### src/hdl/fmbq_pkg.sv
// Types and constants shared by the front/middle/back queue modules.
package fmbq_pkg;

	localparam int CMD_W   = 3;
	localparam int DATA_W  = 32;
	localparam int COUNT_W = 7;

	typedef enum logic [CMD_W-1:0] {
		CMD_PUSH_FRONT  = 3'd0,
		CMD_PUSH_MIDDLE = 3'd1,
		CMD_PUSH_BACK   = 3'd2,
		CMD_POP_FRONT   = 3'd3,
		CMD_POP_MIDDLE  = 3'd4,
		CMD_POP_BACK    = 3'd5
	} cmd_e_t;

	// Shift control broadcast to every cell.
	typedef struct packed {
		logic ins;
		logic rem;
	} fmbq_op_t;

	// Status of one transaction.
	typedef struct packed {
		logic empty;
		logic full;
	} fmbq_flag_t;

endpackage

### src/hdl/fmbq_cell.sv
// One storage cell of the queue: holds a value, shifts toward front or back.
module fmbq_cell #(
	parameter int PW  = 6,
	parameter int IDX = 0
) (
	input  logic                        clk,
	input  fmbq_pkg::fmbq_op_t          op,
	input  logic [PW-1:0]               pos,
	input  logic [fmbq_pkg::DATA_W-1:0] push_value,
	input  logic [fmbq_pkg::DATA_W-1:0] left,
	input  logic [fmbq_pkg::DATA_W-1:0] right,
	output logic [fmbq_pkg::DATA_W-1:0] data,
	output logic [fmbq_pkg::DATA_W-1:0] sel
);
	import fmbq_pkg::*;

	logic [DATA_W-1:0] data_q;
	logic              hit;
	logic              after;

	assign hit   = (pos == PW'(IDX));
	assign after = (pos < PW'(IDX));

	always_ff @(posedge clk) begin
		if (op.ins) begin
			if (hit) begin
				data_q <= push_value;
			end else if (after) begin
				data_q <= left;
			end
		end else if (op.rem) begin
			if (hit || after) begin
				data_q <= right;
			end
		end
	end

	assign data = data_q;
	assign sel  = (op.rem && hit) ? data_q : '0;

endmodule

### config.mk
export PLATFORM = sky130hd
export DESIGN_NAME = fmbq_cell
export DESIGN_NICKNAME = d
export VERILOG_FILES = /design/src/hdl/fmbq_pkg.sv /design/src/hdl/fmbq_cell.sv
export SDC_FILE = /design/constraint.sdc
export NUM_CORES = 1
export LEC_CHECK = 0
export BUFFER_PORTS_ARGS = -buffer_cell sky130_fd_sc_hd__buf_2
export CORE_MARGIN = 1
export CORE_UTILIZATION = 36
export CTS_CLUSTER_DIAMETER = 40
export DETAILED_ROUTE_END_ITERATION = 12
export PLACE_DENSITY_LB_ADDON = 0.25
export SETUP_SLACK_MARGIN = 0.2
export SYNTH_ARGS = -nofsm -noshare
export SYNTH_HDL_FRONTEND = slang
export SYNTH_SLANG_ARGS = --single-unit
### constraint.sdc
create_clock -name clk -period 2.5 [get_ports clk]
set_clock_uncertainty 0.15 [all_clocks]
set_input_delay 0.5 -clock clk [delete_from_list [all_inputs] [get_ports clk]]
set_output_delay 0.5 -clock clk [all_outputs]
set_load 0.1 [all_outputs]
==> out/metrics.csv, run 1 <==
metric,value,unit
layout cells sized above 1,0.862,
PwrDens,372,nW/µm²
peak supply drop,351,µV
number of flip-flops under the largest register name,32,
failing checks,design-rule violations,
port bufs,136,
TNS Setup,0,ns
CP Class,primary input to primary output,
Post-layout nets,358,
Final Instance Area,3220,µm²
overall power,1.20,mW
critical path capture point type,primary output,
Syn Nets,217,
"Req. time, crit path",1.85,ns
Inserted Clock Buffers,5,
area delta synth->final,87.7,%
detailed router's first-iteration violation count,64,
Syn Inst Count,112,
Fillers,294,
Fin. Hold Viols,0,
Placer Congestion,0.737,
hold path startpoint,right[13],
post-synthesis sequential area ratio,0.560,
CP Launch Type,primary input,
hpwl dp,3620,µm
CTS hold repair buffers,0,
CTS Sinks,32,
1st-pass router iterations,8,
Rows,24,
area of the multi-input gates,758,µm²
FMAX,439,MHz
hold depth,2,
Max-slew headroom,0.669,
Yosys cell types,10,
initial antenna violation count,0,
via count,1547,
"Clk pin slew, worst setup/hold paths",0.07,ns
leakage,1.35,nW
Worst Max-Slew Pin Slew,0.500,ns
die width,71.1,µm
# H-tree levels,2,
mapped cell area,1720,µm²
CTS tree,done,
Initial Utilization,0.384,
Critical Path AT,1.63,ns
Synth Register Bits,32,
drc violations,10,
syn_area_per_cell,15.3,µm²
post-route ant nets,0,
post-layout util,0.720,
pins over their slew limit,0,
Ant. Diodes,0,
WL/cell,16.5,µm
vias per cell,5.06,
Clock Path Buffers,2,
first-pass GRT wire length,7360,µm
die height,71.1,µm
Final Cycle Share,0.911,
die area,5050,µm²
Min-Delay Endpoint,data[13],
total global-route track usage,0.196,
total gr overflow,0,
# setup viols final,0,
vias in the first global route,1481,
Root Buffer,clkbuf_8,
hold slack final,0.362,ns
outcome,"finished, violations left",
# Max-Cap Violations,0,
WL final,5060,µm
Sequential Area,961,µm²
worst min path class,primary input to register,
crit path time final,2.28,ns
Yosys warnings,0,
Core Region,4470,µm²
Placed Area,3050,µm²
crit path max fanout,8,
unrepaired setup endpoints after global routing,yes,
IO Pins,169,
largest net degree at the start of global routing,34,
Yosys cell counts:
cell	instances	area [µm²]
o211a_1	1	10.0
and4_2	3	30.0
buf_6	3	33.8
mux2_2	32	360
edfxtp_1	32	961
and4_1	29	254
clkbuf_1	6	22.5
buf_2	4	20.0
nor4_4	1	21.3
nor2_1	1	3.75
metrics by stage:
stage               setup slack, ns  std cells
floorplan                     0.190        112
global placement              0.223        293
detailed placement            0.225        293
CTS                           0.214        301
global route                  0.185        306
finish                        0.222        306
worst max path at each step:
stage | start | end | cells past startpoint
finish | pos[2] | sel[24] | 6
floorplan | data[10] | sel[10] | 1
global route | pos[2] | sel[27] | 6
detailed placement | pos[1] | sel[10] | 5
CTS | pos[1] | sel[10] | 5
global placement | pos[1] | sel[31] | 5
cell usage in the layout (no fill, tap or decap):
cell type | Yosys | layout
edfxtp_1 | 32 | 32
buf_6 | 3 | 3
nor2_2 | 0 | 1
clkbuf_16 | 0 | 2
buf_4 | 0 | 3
and4_4 | 0 | 32
nor4_4 | 1 | 1
buf_2 | 4 | 102
mux2_2 | 32 | 32
clkbuf_8 | 0 | 5
buf_12 | 0 | 37
o211a_2 | 0 | 1
clkinv_1 | 0 | 1
clkbuf_1 | 6 | 2
area by class of cell:
type,count,area share
Timing Repair Buffer,147,0.421
Sequential cell,32,0.298
Multi-Input combinational cell,67,0.235
Clock buffer,7,0.0237
Tap cell,52,0.0202
Clock inverter,1,0.00117
cells by family (layout without fill, tap and decap cells):
| kind of cell | Yosys count | after routing | share of synthesized area |
|---|---|---|---|
| simple gates | 34 | 34 | 0.180 |
| mux | 32 | 32 | 0.210 |
| flops | 32 | 32 | 0.560 |
| buf+inv | 13 | 155 | 0.0445 |
| compound gates | 1 | 1 | 0.00583 |
power by group:
part	switching, mW	internal (mW)
registers	0.00238	0.600
logic	0.114	0.107
clock network	0.180	0.193
total	0.297	0.900
worst max-delay path: stages:
cell and delay (ns):
buf_6 0.10, nor4_4 0.28, buf_4 0.19, clkbuf_16 0.15, and4_4 0.24, buf_12 0.17
repair_timing:
item / CTS / global route
setup endpoints to repair: 0 / 26
gates resized for setup: 0 / 4
setup buffers: 0 / 2
routing by layer:
metal | wire [µm] | track usage | part of all wire
met1 | 1930 | 0.217 | 0.38
met2 | 2710 | 0.353 | 0.54
met3 | 358 | 0.0598 | 0.071
met4 | 63 | 0.0733 | 0.012
met5 | 0 | 0 | 0
Note: power is estimated with default switching activity, not from simulation.
==> run 2, diff against run 1 <==
--- a/config.mk
+++ b/config.mk
@@ -6,7 +6,7 @@
 export NUM_CORES = 1
 export LEC_CHECK = 0
 export BUFFER_PORTS_ARGS = -buffer_cell sky130_fd_sc_hd__buf_2
-export CORE_MARGIN = 1
+export CORE_MARGIN = 1.5
 export CORE_UTILIZATION = 36
 export CTS_CLUSTER_DIAMETER = 40
 export DETAILED_ROUTE_END_ITERATION = 12
==> out/metrics.csv, run 2 (synthesized netlist as in run 1, its figures left out) <==
metric,value,unit
outcome,"finished, final reports clean",
Placer Congestion,0.717,
hpwl dp,3750,µm
CTS tree,done,
FMAX,436,MHz
port bufs,136,
Worst Max-Slew Pin Slew,0.506,ns
most frequent cells in the layout,"buf_2 (104), buf_12 (36), mux2_2 (32), and4_4 (32), edfxtp_1 (32)",
total global-route track usage,0.184,
Ant. Diodes,0,
"Req. time, crit path",1.85,ns
drc violations,0,
Metal-1 WL,1890,µm
Core Region,4470,µm²
largest net degree at the start of global routing,34,
layout cells sized above 1,0.868,
Final Cycle Share,0.916,
CTS Sinks,32,
pins over their slew limit,0,
detailed router's first-iteration violation count,50,
area delta synth->final,83.5,%
met2 wire length,2640,µm
Max-slew headroom,0.665,
Rows,24,
area of the multi-input gates,758,µm²
die height,72.1,µm
die area,5190,µm²
CP Launch Type,primary input,
total gr overflow,0,
hold slack final,0.372,ns
Sequential Area,961,µm²
crit path max fanout,16,
DP Worst Slack,0.218,ns
WL final,4970,µm
Fin. Hold Viols,0,
Clock Path Buffers,2,
WL/cell,16.4,µm
post-route ant nets,0,
CP Class,primary input to primary output,
leakage,1.33,nW
1st-pass router iterations,4,
WL met3,363,µm
Root Buffer,clkbuf_8,
Post-layout nets,355,
TNS Setup,0,ns
cell total after placement,293,
PwrDens,374,nW/µm²
# setup viols final,0,
initial antenna violation count,0,
# H-tree levels,2,
Inserted Clock Buffers,5,
first-pass GRT wire length,7100,µm
Fillers,322,
"Clk pin slew, worst setup/hold paths",0.06,ns
Critical Path AT,1.64,ns
worst min path class,primary input to register,
# Max-Cap Violations,0,
CTS hold repair buffers,0,
vias in the first global route,1420,
crit path time final,2.29,ns
peak supply drop,306,µV
IO Pins,169,
die width,72.1,µm
fin cells,302,
final worst slack,0.209,ns
via count,1534,
Top Metal Used,met4,
critical path capture point type,primary output,
unrepaired setup endpoints after global routing,yes,
"most common cell after layout, fill and taps aside",buf_2,
number of flip-flops under the largest register name,32,
vias per cell,5.08,
Initial Utilization,0.384,
[run 2: cell count changes in the layout (fill, tap and decap cells not counted)]
| cell | before | now |
|---|---|---|
| buf_6 | 3 | 0 |
| buf_2 | 102 | 104 |
| buf_12 | 37 | 36 |
| clkbuf_1 | 2 | 1 |
| clkbuf_16 | 2 | 1 |
| clkinv_1 | 1 | 0 |
| clkinv_2 | 0 | 1 |
[run 2: power breakdown]
group,internal [mW],total [mW],switching [mW]
clock,0.189,0.361,0.172
sequential,0.600,0.603,0.00233
combinational,0.101,0.215,0.113
[run 2: worst paths after layout]
check	startpoint	end	slack [ns]	cells past startpoint
worst max-delay path	pos[2]	sel[1]	0.21	6
worst min-delay path	right[2]	data[2]	0.37	2
[run 2: area by class of cell]
type,instances,area share
timing repair buffer,144,0.409
clock buffer,6,0.0230
tap,52,0.0207
sequential,32,0.305
multi-input combinational,67,0.241
clock inverter,1,0.00159
[run 2: metal layers]
layer,vias to the layer above,GRT usage
li1,738,-
met1,711,0.195
met2,78,0.345
met3,7,0.0583
met4,0,0.0587
met5,-,0
[run 2: critical path, cell delays in order]
cell and delay, ns:
buf_2 0.12, nor4_4 0.25, buf_4 0.18, clkbuf_16 0.18
and4_4 0.24, buf_12 0.17
[run 2: timing repair]
item | 4_1_cts | 5_1_grt
endpoints found under the setup margin | 0 | 3
buffers inserted | 0 | 1
gates resized for setup | 0 | 2
[run 2: through the flow]
| step | instance area [µm²] | total power [mW] | utilization |
|---|---|---|---|
| detailed placement | 3040 | 0.826 | 0.679 |
| CTS | 3120 | 1.19 | 0.696 |
| global route | 3150 | 1.22 | 0.704 |
| finish | 3150 | 1.18 | 0.704 |
| floorplan | 1790 | 0.735 | - |
| global placement | 3040 | 0.820 | 0.679 |
==> run 3, diff against run 2 <==
--- a/config.mk
+++ b/config.mk
@@ -5,9 +5,11 @@
 export SDC_FILE = /design/constraint.sdc
 export NUM_CORES = 1
 export LEC_CHECK = 0
+export ABC_AREA = 1
 export BUFFER_PORTS_ARGS = -buffer_cell sky130_fd_sc_hd__buf_2
 export CORE_MARGIN = 1.5
-export CORE_UTILIZATION = 36
+export CORE_UTILIZATION = 38
+export CTS_BUF_LIST = sky130_fd_sc_hd__clkbuf_8
 export CTS_CLUSTER_DIAMETER = 40
 export DETAILED_ROUTE_END_ITERATION = 12
 export PLACE_DENSITY_LB_ADDON = 0.25
==> out/metrics.csv, run 3 <==
metric,value,unit
outcome,"finished, final reports clean",
total gr overflow,0,
"Clk pin slew, worst setup/hold paths",0.06,ns
# H-tree levels,2,
"Primary FF master, synth",edfxtp_1,
Final Instance Area,3070,µm²
unrepaired setup endpoints after global routing,no,
hold path startpoint,push_value[8],
IO Pins,169,
Placer Congestion,0.701,
Placed Area,3000,µm²
"most common cell after layout, fill and taps aside",buf_2,
CP bufs+invs,3,
largest net degree at the start of global routing,23,
fin cells,332,
leakage,1.41,nW
CP Launch Type,primary input,
number of flip-flops under the largest register name,32,
Syn Nets,246,
Worst Max-Slew Pin Slew,0.500,ns
Post-layout nets,387,
worst min path class,primary input to register,
detailed router's first-iteration violation count,31,
1st-pass router iterations,3,
post-CTS setup buffer count,0,
post-route ant nets,0,
area fraction of the dominant cell type after synthesis,0.545,
post-synthesis sequential area ratio,0.545,
Yosys warnings,0,
slowest CP cell,buf_4,
Max-slew headroom,0.669,
drc violations,0,
Ant. Diodes,0,
area of the multi-input gates,638,µm²
ys async rst share,0,
Syn Inst Count,141,
Rows,24,
Core Region,4410,µm²
peak supply drop,255,µV
Fin. Hold Viols,0,
hold depth,2,
WL/cell,12.8,µm
TNS Setup,0,ns
overall power,1.14,mW
total global-route track usage,0.174,
vias in the first global route,1517,
CP Class,primary input to primary output,
critical path capture point type,primary output,
area delta synth->final,73.9,%
Synth Register Bits,32,
CTS Sinks,32,
post-CTS sizing,0,
pins over their slew limit,0,
WL final,4240,µm
die height,71.1,µm
"top cells by area, synth","edfxtp_1 (54%), mux2_2 (20%), nor2_2 (9.2%)",
hpwl dp,3590,µm
Sequential Area,961,µm²
Fillers,338,
Final Cycle Share,0.874,
crit path time final,2.18,ns
Yosys cell types,11,
"Req. time, crit path",1.85,ns
via count,1474,
Initial Utilization,0.400,
"area leader, netlist",edfxtp_1,
CP peak stage delay,0.23,ns
die area,5060,µm²
crit path max fanout,11,
FMAX,458,MHz
Post-synth EDFFs,32,
Critical Path AT,1.53,ns
CTS tree,done,
Clock Path Buffers,2,
Root Buffer,clkbuf_8,
port bufs,136,
# Max-Cap Violations,0,
die width,71.1,µm
first-pass GRT wire length,6650,µm
Min-Delay Endpoint,data[8],
cell total after placement,327,
most frequent cells in the layout,"buf_2 (104), buf_12 (33), mux2_2 (32), inv_1 (32), edfxtp_1 (32)",
layout cells sized above 1,0.754,
cell family with most CP delay,buffers and inverters,
initial antenna violation count,0,
syn_area_per_cell,12.5,µm²
CTS hold repair buffers,0,
CP Cell Sequence,buf_2 > nor2_1 > nand4_4 > buf_4 > nor2_2 > buf_12,
vias per cell,4.44,
PwrDens,373,nW/µm²
"top cells by count, synth","edfxtp_1 (32), inv_1 (32), mux2_2 (32)",
# setup viols final,0,
mapped cell area,1760,µm²
Inserted Clock Buffers,5,
-- run 3: cell count changes after synthesis, sizes merged --
cell    previous run  this run
nor2               1        35
and4              32         0
inv                0        32
clkbuf             6         0
nand4              0         2
nand2              0         1
nor4               1         0
o211a              1         0
-- run 3: per-stage QoR --
step                      setup slack [ns]   util  hold WS [ns]
after floorplan                    -0.0328      -         0.570
after detailed placement             0.247  0.679         0.653
final                                0.316  0.695         0.381
after global placement               0.285  0.679         0.651
after CTS                            0.244  0.694         0.366
after global routing                 0.248  0.695         0.364
-- run 3: cell families (layout without fill, tap and decap cells) --
group,after synthesis,after routing,share of synthesized area
AND/OR/NAND/NOR,38,38,0.142
multiplexers,32,32,0.204
flip-flops,32,32,0.545
buffers and inverters,39,178,0.109
-- run 3: area by class of cell --
cell class	instances	area share
inverters	32	0.0392
clock buffers	5	0.0224
multi-input cells	70	0.208
repair buffers	141	0.396
well taps	52	0.0212
flip-flops and latches	32	0.313
-- run 3: per-layer routing --
metal | part of all wire | up-vias | global-route usage
li1 | - | 733 | -
met1 | 0.35 | 660 | 0.171
met2 | 0.56 | 73 | 0.324
met3 | 0.071 | 8 | 0.0670
met4 | 0.019 | 0 | 0.0713
met5 | 0 | - | 0
-- run 3: power breakdown --
group	switching (mW)	leakage (nW)	total, mW	internal [mW]
registers	0.00288	0.288	0.606	0.603
logic	0.108	1.08	0.199	0.0910
clock network	0.160	0.0359	0.339	0.179
-- run 3: how the worst max path moves through the flow --
stage / from / to / slack [ns] / cells past startpoint
5_1_grt: pos[5] / sel[15] / 0.25 / 6
3_3_place_gp: pos[3] / sel[1] / 0.28 / 6
3_5_place_dp: pos[3] / sel[3] / 0.25 / 6
4_1_cts: pos[3] / sel[3] / 0.24 / 6
2_1_floorplan: data[11] / sel[11] / -0.03 / 2
6_report: pos[3] / sel[28] / 0.32 / 6
