--- src/hdl/fmbq_pkg.sv ---
// Types and constants shared by the front/middle/back queue modules.
package fmbq_pkg;

	localparam int CMD_W   = 3;
	localparam int DATA_W  = 32;
	localparam int COUNT_W = 7;

	typedef enum logic [CMD_W-1:0] {
		CMD_PUSH_FRONT  = 3'd0,
		CMD_PUSH_MIDDLE = 3'd1,
		CMD_PUSH_BACK   = 3'd2,
		CMD_POP_FRONT   = 3'd3,
		CMD_POP_MIDDLE  = 3'd4,
		CMD_POP_BACK    = 3'd5
	} cmd_e_t;

	// Shift control broadcast to every cell.
	typedef struct packed {
		logic ins;
		logic rem;
	} fmbq_op_t;

	// Status of one transaction.
	typedef struct packed {
		logic empty;
		logic full;
	} fmbq_flag_t;

endpackage

--- src/hdl/fmbq_ctrl.sv ---
// Command decode, fill counter and shift position for the cell row.
module fmbq_ctrl #(
	parameter int CAPACITY = 64,
	parameter int PW       = 6,
	parameter int FW       = 7
) (
	input  logic                       clk,
	input  logic                       arst_n,
	input  logic                       fire,
	input  logic [fmbq_pkg::CMD_W-1:0] cmd,
	output fmbq_pkg::fmbq_op_t         op,
	output logic [PW-1:0]              pos,
	output fmbq_pkg::fmbq_flag_t       flag,
	output logic [FW-1:0]              fill_next
);
	import fmbq_pkg::*;

	logic [FW-1:0] fill_q;
	logic          is_full;
	logic          is_empty;
	logic [FW-1:0] half;
	logic [FW-1:0] less1;
	logic [FW-1:0] less1_half;

	assign is_full    = (fill_q == FW'(CAPACITY));
	assign is_empty   = (fill_q == '0);
	assign half       = fill_q >> 1;
	assign less1      = fill_q - FW'(1);
	assign less1_half = less1 >> 1;

	always_comb begin
		op        = '0;
		pos       = '0;
		flag      = '0;
		fill_next = fill_q;
		unique case (cmd_e_t'(cmd))
			CMD_PUSH_FRONT, CMD_PUSH_MIDDLE, CMD_PUSH_BACK: begin
				if (is_full) begin
					flag.full = 1'b1;
				end else begin
					op.ins    = fire;
					fill_next = fill_q + FW'(1);
					if (cmd_e_t'(cmd) == CMD_PUSH_MIDDLE) begin
						pos = PW'(half);
					end else if (cmd_e_t'(cmd) == CMD_PUSH_BACK) begin
						pos = PW'(fill_q);
					end
				end
			end
			CMD_POP_FRONT, CMD_POP_MIDDLE, CMD_POP_BACK: begin
				if (is_empty) begin
					flag.empty = 1'b1;
				end else begin
					op.rem    = fire;
					fill_next = less1;
					if (cmd_e_t'(cmd) == CMD_POP_MIDDLE) begin
						pos = PW'(less1_half);
					end else if (cmd_e_t'(cmd) == CMD_POP_BACK) begin
						pos = PW'(less1);
					end
				end
			end
			default: begin
			end
		endcase
	end

	always_ff @(posedge clk or negedge arst_n) begin
		if (!arst_n) begin
			fill_q <= '0;
		end else if (fire) begin
			fill_q <= fill_next;
		end
	end

endmodule

--- config.mk ---
export PLATFORM = sky130hd
export DESIGN_NAME = fmbq_ctrl
export DESIGN_NICKNAME = d
export VERILOG_FILES = /design/src/hdl/fmbq_pkg.sv /design/src/hdl/fmbq_ctrl.sv
export SDC_FILE = /design/constraint.sdc
export NUM_CORES = 1
export LEC_CHECK = 0
export BUFFER_PORTS_ARGS = -buffer_cell sky130_fd_sc_hd__buf_2
export CAP_MARGIN = 20
export CORE_MARGIN = 1.5
export CORE_UTILIZATION = 30
export DETAILED_ROUTE_END_ITERATION = 8
export GPL_TIMING_DRIVEN = 0
export SLEW_MARGIN = 20
export SYNTH_ARGS = -nofsm -noshare
export SYNTH_HDL_FRONTEND = slang
export SYNTH_SLANG_ARGS = --single-unit
--- constraint.sdc ---
create_clock -name clk -period 3.65 [get_ports clk]
set_input_delay 0.365 -clock clk [delete_from_list [all_inputs] [get_ports clk]]
set_output_delay 0.365 -clock clk [all_outputs]
set_load 0.005 [all_outputs]
==> results of run 1 <==
-- cells in the mapped netlist, drive strengths merged (3+ instances only) --
cell and n:
o211ai 3, buf 6, nor2b 4, o21ai 5
dfrtp 7, o22ai 7, or3 4, nor2 15
xor2 3, nand2 10, clkbuf 9, inv 6
a22oi 6, xnor2 3, nand3 8, o32ai 3
nor3 4, and2 3, a31oi 5, nand4 3
a21oi 7, nor3b 4
-- area by class of cell --
cell class	instances	area, sq um
timing repair buffer	20	105
fill	385	2130
inverter	6	22.5
clock buffer	4	26.3
buffer	15	70.1
multi-input combinational	124	825
tap	46	57.6
sequential	7	175
-- power breakdown --
group	internal, mW	switching [mW]	total [mW]
sequential	0.115	0.0277	0.142
combinational	0.277	0.401	0.678
clock	0.0414	0.0242	0.0656
total	0.433	0.453	0.886
-- cell usage in the layout (no fill, tap or decap), types with 2 or more instances in the layout --
cell / synthesis / final
nor2b_1: 4 / 4
dfrtp_1: 7 / 7
o22ai_1: 7 / 7
nor3b_1: 2 / 2
nor2_1: 15 / 15
buf_2: 5 / 24
nor3_1: 3 / 3
nand3_1: 8 / 8
o221ai_1: 2 / 2
o21ai_0: 3 / 3
clkbuf_1: 9 / 10
o21ai_1: 2 / 2
a21oi_1: 7 / 7
nand2_1: 10 / 10
o32ai_1: 3 / 3
and2_1: 3 / 3
a22o_1: 2 / 2
nand4_1: 3 / 3
o211ai_1: 2 / 2
clkbuf_4: 0 / 3
ha_1: 2 / 2
xnor2_1: 3 / 3
nand3b_1: 2 / 2
inv_1: 6 / 6
a22oi_1: 6 / 6
a32oi_1: 2 / 2
xor2_1: 3 / 3
or3_1: 3 / 3
a31oi_1: 5 / 5
nor3b_2: 2 / 2
-- routing by layer --
metal  track usage [%]  share of wire (%)  vias to the layer above
met5                 0                  0                        -
met4              4.35               0.85                        0
met3              1.25                6.4                        4
met2              25.5                 44                       45
met1              24.3                 49                      588
li1                  -                  -                      626
-- critical path, delay by kind of cell (launching register included) --
kind | cells | cell delay [ps]
AOI/OAI and AO/OA | 3 | 910
buffers and inverters | 3 | 570
DFF | 1 | 370
adders and majority gates | 1 | 260
and+or+nand+nor | 1 | 210
-- final timing paths --
path                           endpoint       from  slack, ps  cells after the start
max in group asynchronous     fill_q[0]     arst_n       3030                      2
min in group clk              fill_q[6]       fire        610                      2
setup reg to reg              fill_q[2]  fill_q[1]       1320                      7
setup / recovery           fill_next[5]  fill_q[1]        710                      8
hold / removal                fill_q[5]     arst_n        470                      2
hold reg to reg               fill_q[0]  fill_q[0]        640                      2
-- stage by stage --
step / power, mW / area (sq um) / utilization (%)
floorplan: 0.630 / 1090 / -
global placement: 0.817 / 1240 / 36.4
detailed placement: 0.812 / 1240 / 36.4
CTS: 0.884 / 1280 / 37.5
global route: 0.976 / 1280 / 37.5
finish: 0.886 / 1280 / 37.5
-- cells by family (layout without fill, tap and decap cells) --
group | Yosys count | after routing | synth area share (%)
DFF | 7 | 7 | 16.0
and+or+nand+nor | 62 | 62 | 31.6
muxes | 2 | 2 | 1.95
adders and majority gates | 2 | 2 | 2.29
xor gates and xnor gates | 6 | 6 | 4.81
buffers and inverters | 21 | 45 | 8.48
AOI/OAI and AO/OA | 52 | 52 | 34.8
-- timing repair --
action	4_1_cts	5_1_grt
resized for setup	0	0
hold buffers	1	0
hold endpoints to repair	7	0
==> results by group, run 1 <==
Die
  • Row count: 21
  • Area of the die: 0.00401 sq mm
  • Die Span X: 63.3 um
  • Core region area: 0.00342 sq mm
  • DIE HEIGHT: 63.3 um
  • Starting Density: 32.0%
  • IO Pins: 23

Clock tree
  • Clock Root Buffer: clkbuf_4
  • Number of setup buffers added after CTS: 0
  • TritonCTS clock tree: yes
  • Clock transition at the registers of the reported paths: 50 ps
  • Buffer depth of the longest clock path: 2
  • CTS buffer count: 3
  • Number of H-tree levels: 1
  • Clock insertion delay at the later pin of the skew report: 240 ps
  • CTS sink count: 7

Synth
  • Synthesized instance count: 152
  • Top post-synthesis cells by area: dfrtp_1, nor2_1, a22oi_1
  • Post-synth design cell area: 0.00109 sq mm
  • Largest area contributor in the netlist: dfrtp_1
  • Number of library cell types mapped by synthesis: 50
  • Post-Syn Nets: 160
  • Post-synthesis sequential element count: 7
  • Proportion of synthesized flip-flops having asynchronous set or reset: 100%
  • Sequential element share of the synthesized area: 16.0%
  • Synth warn: 0
  • Post-synth EDFFs: 0
  • Yosys top cell area share: 16.0%
  • Synthesized area per cell: 7.19 sq um
  • Most used flip-flop cell after synthesis: dfrtp_1

Finish
  • Registers with the highest flip-flop counts: fill_q x7
  • Number of standard cells in the layout, taps in and fillers out: 222
  • Number of flip-flops under the largest register name: 7
  • Number of antenna cells inserted: 0
  • Fraction of layout instances using a drive strength above 1: 21.0%
  • Count of nets after finishing: 185
  • Area overhead of the layout relative to synthesis: 17.3%
  • Top reg by flops: fill_q

Setup path
  • Crit path launch type: flop
  • Largest fanout on the critical path: 10
  • CP max-delay cell: a211oi_2
  • Req. time, crit path: 3280 ps
  • Endpoint arrival time on the critical path: 2570 ps
  • Nature of the critical path endpoint: output pin
  • Largest stage delay on the critical path: 570 ps
  • Ordered list of cells on the worst path: clkbuf_1 > inv_1 > ha_1 > nor3b_2 > a211oi_2 > a221oi_1 > a21oi_1 > buf_2
  • Critical path start-end classification: flop to output pin

STA
  • Number of max-slew violations in the final report: 0
  • Final cycle utilization of the critical path: 80.5%
  • Headroom to the max-slew limit: 59.8%
  • Final hold vios: 0
  • Final worst-path setup slack: 713 ps
  • Shortest period the worst path allows: 2940 ps
  • F_max: 341 MHz
  • Layout Skew: 0.350 ps
  • Final Setup Violations: 0
  • Tightest hold margin: 475 ps
  • RSZ-0062 raised after global routing: no
  • Measured slew at the worst slew-check pin: 601 ps
  • Sum Neg Setup Slack: 0 ps

Global routing
  • First-pass GRT wire length: 5450 um
  • Remaining global-route overflow: 0
  • Number of antenna violations at the first check in global routing: 0
  • Overall global routing resource usage: 16.4%
  • Vias in the first global route: 1158
  • Pin count of the biggest net entering global routing: 11

Place
  • Total of buffers placed on input and output ports: 19
  • Detailed placement HPWL: 2470 um
  • Number of placed cells counting well taps: 217
  • Worst slack at placement: 1000 ps
  • RD Place Congestion: 0.845

Detailed routing
  • Wire length per cell after detailed routing: 14.2 um
  • Iteration count of the initial detailed-routing pass: 4
  • Count of routing violations after the opening detailed-route iteration: 157
  • Remaining number of nets flagged by the antenna check after routing: 0
  • Ratio of routed vias to standard cells: 5.69
  • Detailed-route DRC error count: 0
  • Total wire length after detailed routing: 3160 um
  • Number of vias after detailed routing: 1263

Flow run
  • Max Cap Viol: 0

Pwr
  • Cell leakage power: 0.509 nW
  • Max IR drop VDD: 0.352 mV
  • Power density over the cells: 691 mW/mm^2

Outcome
  • Outcome: complete, no violations

Worst hold path
  • Class of the worst hold path: input port to asynchronous set/reset pin
No activity file was read; power rests on OpenSTA's default activity.
==> inputs of run 2 (changes only) <==
- clock period: 3.65 -> 2.9 ns (I/O delays scaled with it)
==> run 2 against run 1 <==
Final cell count fell by 0.45%. Flip-flop and latch count is the same. Die area unchanged. Sequential power is 39% higher. Design area grew 0.29%. Global-route usage is the same. Clock power increased by 26%. Critical path type unchanged. Critical endpoint is now pos[3]. Largest cell class unchanged.
==> results by group, run 2 (synthesis results as in run 1) <==
Setup path
  • Cell family with the largest share of critical-path delay: simple AND/OR/NAND/NOR gates
  • Crit path launch type: flop
  • Endpoint arrival time on the critical path: 2390 ps (-180 ps)
  • Req. time, crit path: 2610 ps (-670 ps)
  • Critical path start-end classification: flop to output pin
  • CP max-delay cell: dfrtp_1
  • Largest fanout on the critical path: 13 (+3)
  • Largest stage delay on the critical path: 570 ps (about the same)
  • Nature of the critical path endpoint: output pin
  • Ordered list of cells on the worst path: inv_1 > ha_1 > nor3b_2 > nand2_1 > nand3b_1 > o32ai_1 > buf_2
  • Worst path buffer plus inverter count: 2 (-1)

Finish
  • Area overhead of the layout relative to synthesis: 17.6%
  • Number of flip-flops under the largest register name: 7 (unchanged)
  • Fillers: 384 (-0.26%)
  • Top reg by flops: fill_q
  • Multi-input gate area in the final layout: 832 sq um (+0.91%)
  • Fraction of layout instances using a drive strength above 1: 21.1% (+0.12 points)
  • Registers with the highest flip-flop counts: fill_q x7
  • Count of nets after finishing: 184 (-0.54%)
  • Number of antenna cells inserted: 0 (unchanged)
  • Combined flip-flop and latch cell area: 175 sq um (unchanged)
  • Commonest non-fill, non-tap cells in the layout: buf_2, nor2_1, nand2_1
  • Most frequent standard cell in the layout excluding fill and tap cells: buf_2
  • Number of standard cells in the layout, taps in and fillers out: 221 (-0.45%)

Pwr
  • Power density over the cells: 867 mW/mm^2 (+25%)
  • Cell leakage power: 0.510 nW (about the same)
  • Max IR drop VDD: 0.442 mV (+26%)

Detailed routing
  • Count of routing violations after the opening detailed-route iteration: 109 (-31%)
  • Total wire length after detailed routing: 3150 um (-0.38%)
  • Wire length per cell after detailed routing: 14.3 um (about the same)
  • Detailed-route DRC error count: 0 (unchanged)
  • Ratio of routed vias to standard cells: 5.70 (+0.13%)
  • Iteration count of the initial detailed-routing pass: 4 (unchanged)
  • Remaining number of nets flagged by the antenna check after routing: 0 (unchanged)
  • Number of vias after detailed routing: 1259 (-0.32%)

STA
  • Final Setup Violations: 0 (unchanged)
  • Final cycle utilization of the critical path: 92.3%
  • Number of max-slew violations in the final report: 0 (unchanged)
  • Shortest period the worst path allows: 2680 ps
  • Sum Neg Setup Slack: 0 ps (unchanged)
  • Measured slew at the worst slew-check pin: 490 ps (-111 ps)
  • Final hold vios: 0 (unchanged)
  • F_max: 374 MHz
  • Layout Skew: 0.350 ps (-0.0000550 ps)
  • Headroom to the max-slew limit: 67.1% (+7.3 points)
  • RSZ-0062 raised after global routing: no

Global routing
  • Remaining global-route overflow: 0 (unchanged)
  • Met1 GRT Util: 24.3% (unchanged)
  • Met2 global-route usage: 25.5% (unchanged)
  • First-pass GRT wire length: 5450 um (unchanged)
  • Highest-utilization routing layer at the global route stage: met2
  • Overall global routing resource usage: 16.4% (unchanged)
  • Vias in the first global route: 1158 (unchanged)
  • M3 GR Usage: 1.25% (unchanged)
  • Number of antenna violations at the first check in global routing: 0 (unchanged)
  • Pin count of the biggest net entering global routing: 11 (unchanged)

Clock tree
  • Clock insertion delay at the later pin of the skew report: 240 ps (about the same)
  • TritonCTS clock tree: yes
  • CTS sink count: 7 (unchanged)
  • Clock transition at the registers of the reported paths: 50 ps (about the same)
  • CTS buffer count: 3 (unchanged)
  • Number of H-tree levels: 1 (unchanged)
  • Number of setup buffers added after CTS: 0 (unchanged)
  • Buffer depth of the longest clock path: 2 (unchanged)
  • Clock Root Buffer: clkbuf_4

Die
  • Die Span X: 63.3 um (unchanged)
  • Core region area: 0.00342 sq mm (unchanged)
  • Starting Density: 32.0% (unchanged)
  • Area of the die: 0.00401 sq mm (unchanged)
  • Row count: 21 (unchanged)
  • DIE HEIGHT: 63.3 um (unchanged)
  • IO Pins: 23 (unchanged)

Place
  • Total of buffers placed on input and output ports: 19 (unchanged)
  • RD Place Congestion: 0.845 (unchanged)
  • Number of placed cells counting well taps: 217 (unchanged)
  • Detailed placement HPWL: 2470 um (unchanged)

Worst hold path
  • Class of the worst hold path: input port to asynchronous set/reset pin

Outcome
  • Outcome: complete, no violations

Flow run
  • Max Cap Viol: 0 (unchanged)
==> run 2: cell count changes in the layout (fill, tap and decap cells not counted), sizes merged <==
cell	change
clkbuf	-1
==> run 2: final timing paths <==
kind / startpoint / to / slack, ps / depth (start not counted)
hold / removal: arst_n / fill_q[5] / 400 / 2
min in group clk: fire / fill_q[6] / 530 / 2
hold reg to reg: fill_q[0] / fill_q[0] / 640 / 2
max in group asynchronous: arst_n / fill_q[0] / 2350 / 2
setup reg to reg: fill_q[1] / fill_q[0] / 790 / 6
setup / recovery: fill_q[1] / pos[3] / 220 / 7
==> run 2: through the flow <==
stage | setup slack, ps | instance area, sq um | hold WS (ps) | power (mW) | util (%)
2_1_floorplan | 790 | 1090 | -5.59 | 0.793 | -
3_3_place_gp | 347 | 1240 | 128 | 1.03 | 36.4
3_5_place_dp | 330 | 1240 | 127 | 1.02 | 36.4
4_1_cts | 58.2 | 1280 | 392 | 1.11 | 37.5
5_1_grt | 6.02 | 1280 | 398 | 1.23 | 37.6
6_report | 224 | 1280 | 400 | 1.11 | 37.6
==> run 2: layer usage <==
metal / share of wire (%) / vias to the layer above
li1: - / 625
met1: 49 / 579
met3: 7.3 / 4
met2: 43 / 51
met5: 0 / -
met4: 1.1 / 0
==> run 2: where the power goes <==
part	total, mW	switching, mW	internal [mW]
Combinational	0.835	0.488	0.347
Clock	0.0826	0.0304	0.0521
Sequential	0.197	0.0528	0.144
Total	1.11	0.571	0.543
==> run 2: worst register-to-register path, cell delays in order, from the launching register on <==
cell and delay, ps:
dfrtp_1 510, inv_1 110, ha_1 250, nor3b_2 390
nand2_1 290, o221ai_1 290, xnor2_1 170
==> run 2: cell type report <==
cell class              instances  share of cell area (%)
flip-flops and latches          7                    13.6
clock buffers                   4                    2.04
multi-input cells             124                    64.8
well taps                      46                    4.48
repair buffers                 20                    8.18
plain buffers                  14                    5.16
inverters                       6                    1.75
==> run 2: timing repair <==
action	4_1_cts	5_1_grt
endpoints found under the hold margin	7	0
hold buffers	1	0
gates resized for setup	0	1
endpoints found under the setup margin	0	8
==> inputs of run 3 (changes only) <==
- ABC_AREA: not set -> 1
==> run 3 against run 2 <==
Critical path depth up 3. Clock-buffer cell count unchanged. First-iteration DRC count down 46%. Wire length down 11%. Design area down 1.9%. Final cell count up 13%. Via count down 7.5%. Non-clock buffer count down 7. Critical path type unchanged. Largest power group unchanged.
==> results by group, run 3 <==
Synth
  • Post-synth EDFFs: 0 (unchanged)
  • Post-synth design cell area: 0.00106 sq mm (-2.9%)
  • Post-synthesis sequential element count: 7 (unchanged)
  • Synthesized area per cell: 5.99 sq um (-17%)
  • Synthesized instance count: 177 (+16%)
  • Post-Syn Nets: 185 (+16%)
  • Most repeated cell in the gate-level netlist after synthesis: nand2_1
  • Top post-synthesis cells by area: nand2_1, dfrtp_1, nand3_1
  • Top cells by count, synth: nand2_1, inv_1, nand3_1, nor2_1, o21ai_0
  • Synth warn: 0 (unchanged)
  • Sequential element share of the synthesized area: 16.5% (+0.47 points)
  • Yosys top cell area share: 23.3% (+7.3 points)
  • Most used flip-flop cell after synthesis: dfrtp_1
  • Proportion of synthesized flip-flops having asynchronous set or reset: 100% (unchanged)
  • Number of library cell types mapped by synthesis: 30 (-40%)
  • Largest area contributor in the netlist: nand2_1

Place
  • RD Place Congestion: 0.798 (-5.5%)
  • Detailed placement HPWL: 2250 um (-8.7%)
  • Total of buffers placed on input and output ports: 21 (+2)
  • Worst slack at placement: 809 ps (+479 ps)

STA
  • RSZ-0062 raised after global routing: no
  • Tightest hold margin: 302 ps (-98.2 ps)
  • Measured slew at the worst slew-check pin: 288 ps (-202 ps)
  • Sum Neg Setup Slack: 0 ps (unchanged)
  • Final hold vios: 0 (unchanged)
  • Number of max-slew violations in the final report: 0 (unchanged)
  • Shortest period the worst path allows: 2380 ps (-296 ps)
  • Final Setup Violations: 0 (unchanged)
  • F_max: 420 MHz (+12%)
  • Final worst-path setup slack: 520 ps (+296 ps)
  • Layout Skew: 0.941 ps (+0.590 ps)
  • Headroom to the max-slew limit: 80.7% (+14 points)
  • Final cycle utilization of the critical path: 82.1% (-10 points)

Detailed routing
  • Count of routing violations after the opening detailed-route iteration: 59 (-46%)
  • Remaining number of nets flagged by the antenna check after routing: 0 (unchanged)
  • Iteration count of the initial detailed-routing pass: 4 (unchanged)
  • Number of vias after detailed routing: 1164 (-7.5%)
  • Wire length per cell after detailed routing: 11.3 um (-21%)
  • Total wire length after detailed routing: 2820 um (-11%)
  • Ratio of routed vias to standard cells: 4.67 (-18%)
  • Detailed-route DRC error count: 0 (unchanged)

Setup path
  • Largest stage delay on the critical path: 390 ps (-180 ps)
  • Largest fanout on the critical path: 9 (-4)
  • Path depth of the worst reg2reg path: 9 (+3)
  • Ordered list of cells on the worst path: clkinv_1 > ha_1 > nand2_1 > nor2_1 > nand2_1 > nand2_4 > nor2_1 > nand2_1 > o211ai_2 > buf_2
  • Endpoint arrival time on the critical path: 2090 ps (-300 ps)
  • Req. time, crit path: 2610 ps (about the same)
  • Critical path start-end classification: flop to output pin
  • Most prevalent standard cell on the critical path: nand2_1
  • Crit path launch type: flop
  • Reg-to-reg slack, setup: 1040 ps (+250 ps)
  • Worst R2R Start: fill_q[0]
  • Nature of the critical path endpoint: output pin
  • CP max-delay cell: dfrtp_1
  • RR Endpoint: fill_q[2]

Finish
  • Number of flip-flops under the largest register name: 7 (unchanged)
  • Commonest non-fill, non-tap cells in the layout: nand2_1, buf_2, inv_1
  • Number of antenna cells inserted: 0 (unchanged)
  • Top reg by flops: fill_q
  • Area overhead of the layout relative to synthesis: 18.8%
  • Most frequent standard cell in the layout excluding fill and tap cells: nand2_1
  • Count of nets after finishing: 212 (+15%)
  • Fraction of layout instances using a drive strength above 1: 24.6% (+3.5 points)
  • Util after Layout: 37.5% (-0.16 points)
  • Registers with the highest flip-flop counts: fill_q x7

Flow run
  • Max Cap Viol: 0 (unchanged)

Pwr
  • Clock share of power: 9.2% (+1.8 points)
  • Power density over the cells: 814 mW/mm^2 (-6.2%)
  • Internal power component: 0.469 mW (-14%)
  • Cell leakage power: 0.695 nW (+36%)
  • Share of total power consumed by net switching: 54.2% (+3.0 points)
  • Max IR drop VDD: 0.277 mV (-37%)
  • Sequential Power Share: 17.5% (-0.2 points)
  • Combinational power share: 73.4% (-1.5 points)
  • Net switching power figure: 0.556 mW (-2.7%)

Worst hold path
  • Class of the worst hold path: input port to flop
  • Destination of the worst hold path: fill_q[3]
  • Cells on Worst Hold Path: 3
  • Startpoint of the worst hold path: fire

Global routing
  • First-pass GRT wire length: 5110 um (-6.2%)
  • Overall global routing resource usage: 15.8% (-0.65 points)
  • Pin count of the biggest net entering global routing: 11 (unchanged)
  • Vias in the first global route: 1126 (-2.8%)
  • Remaining global-route overflow: 0 (unchanged)
  • Number of antenna violations at the first check in global routing: 0 (unchanged)

Clock tree
  • TritonCTS clock tree: yes
  • CTS sink count: 7 (unchanged)
  • Number of H-tree levels: 1 (unchanged)
  • Clock transition at the registers of the reported paths: 50 ps (about the same)
  • CTS buffer count: 3 (unchanged)
  • Clock Root Buffer: clkbuf_4
  • Buffer depth of the longest clock path: 2 (unchanged)
  • Clock insertion delay at the later pin of the skew report: 260 ps (+20 ps)

Outcome
  • Outcome: complete, no violations

Die
  • DIE HEIGHT: 62.5 um (-1.4%)
  • Core region area: 0.00336 sq mm (-1.5%)
  • Die Span X: 62.5 um (-1.4%)
  • Row count: 21 (unchanged)
  • Area of the die: 0.00390 sq mm (-2.7%)
  • IO Pins: 23 (unchanged)
  • Starting Density: 31.5% (-0.43 points)
==> run 3: cell types whose count changed after synthesis, moves of 7 or more <==
cell,previous run,this run
inv_1,6,17
nand2_1,10,66
nand3_1,8,15
clkbuf_1,9,0
==> run 3: area by class of cell <==
type	instances	area (sq um)
multi-input combinational	144	759
tap	46	57.6
fill	404	2100
inverter	21	80.1
clock buffer	4	26.3
timing repair buffer	22	115
buffer	5	46.3
sequential	7	175
==> run 3: critical path: cells and delay by family, from the launching register on <==
family	cells	cell delay [ps]
AOI/OAI and AO/OA	1	60
adders and majority gates	1	370
buffers and inverters	2	410
DFF	1	390
and+or+nand+nor	6	590
==> run 3: per-stage QoR <==
stage	total power, mW	instance area (sq um)	std cells
after floorplan	0.726	1060	177
after global placement	0.933	1220	244
after detailed placement	0.931	1220	244
after CTS	1.03	1260	249
after global routing	1.13	1260	249
final	1.03	1260	249
==> run 3: repair_timing <==
action                                 4_1_cts  5_1_grt
hold buffers                                 1        0
endpoints found under the hold margin        7        0
buffers inserted                             0        0
resized for setup                            0        0
==> run 3: per-layer routing <==
metal | vias up | global-route usage (%) | share of wire, %
met1 | 518 | 21.7 | 50
met5 | - | 0 | 0
met2 | 21 | 26.5 | 47
li1 | 625 | - | -
met4 | 0 | 0.833 | 0
met3 | 0 | 3.60 | 3.7
==> run 3: logic make-up after synthesis <==
| logic type | Yosys count | synth area share (%) |
|---|---|---|
| simple gates | 119 | 55.5 |
| fa+ha+maj | 2 | 2.36 |
| buf+inv | 26 | 11.9 |
| xor+xnor | 3 | 2.48 |
| compound gates | 20 | 11.2 |
| flops | 7 | 16.5 |
==> run 3: power by group through the flow <==
stage	logic (mW)	registers, mW	clock network [mW]
after floorplan	0.560	0.166	0
final	0.752	0.179	0.0938
after global routing	0.848	0.184	0.102
after CTS	0.757	0.178	0.0949
after global placement	0.754	0.179	0
after detailed placement	0.752	0.180	0
==> run 3: how the worst max path moves through the flow <==
stage	startpoint	to	depth (start not counted)	slack, ps
global route	fill_q[0]	pos[2]	10	390
CTS	fill_q[0]	pos[2]	10	520
finish	fill_q[0]	pos[2]	10	520
detailed placement	fill_q[0]	pos[2]	10	810
floorplan	fill_q[0]	pos[3]	9	1180
global placement	fill_q[0]	pos[2]	8	770
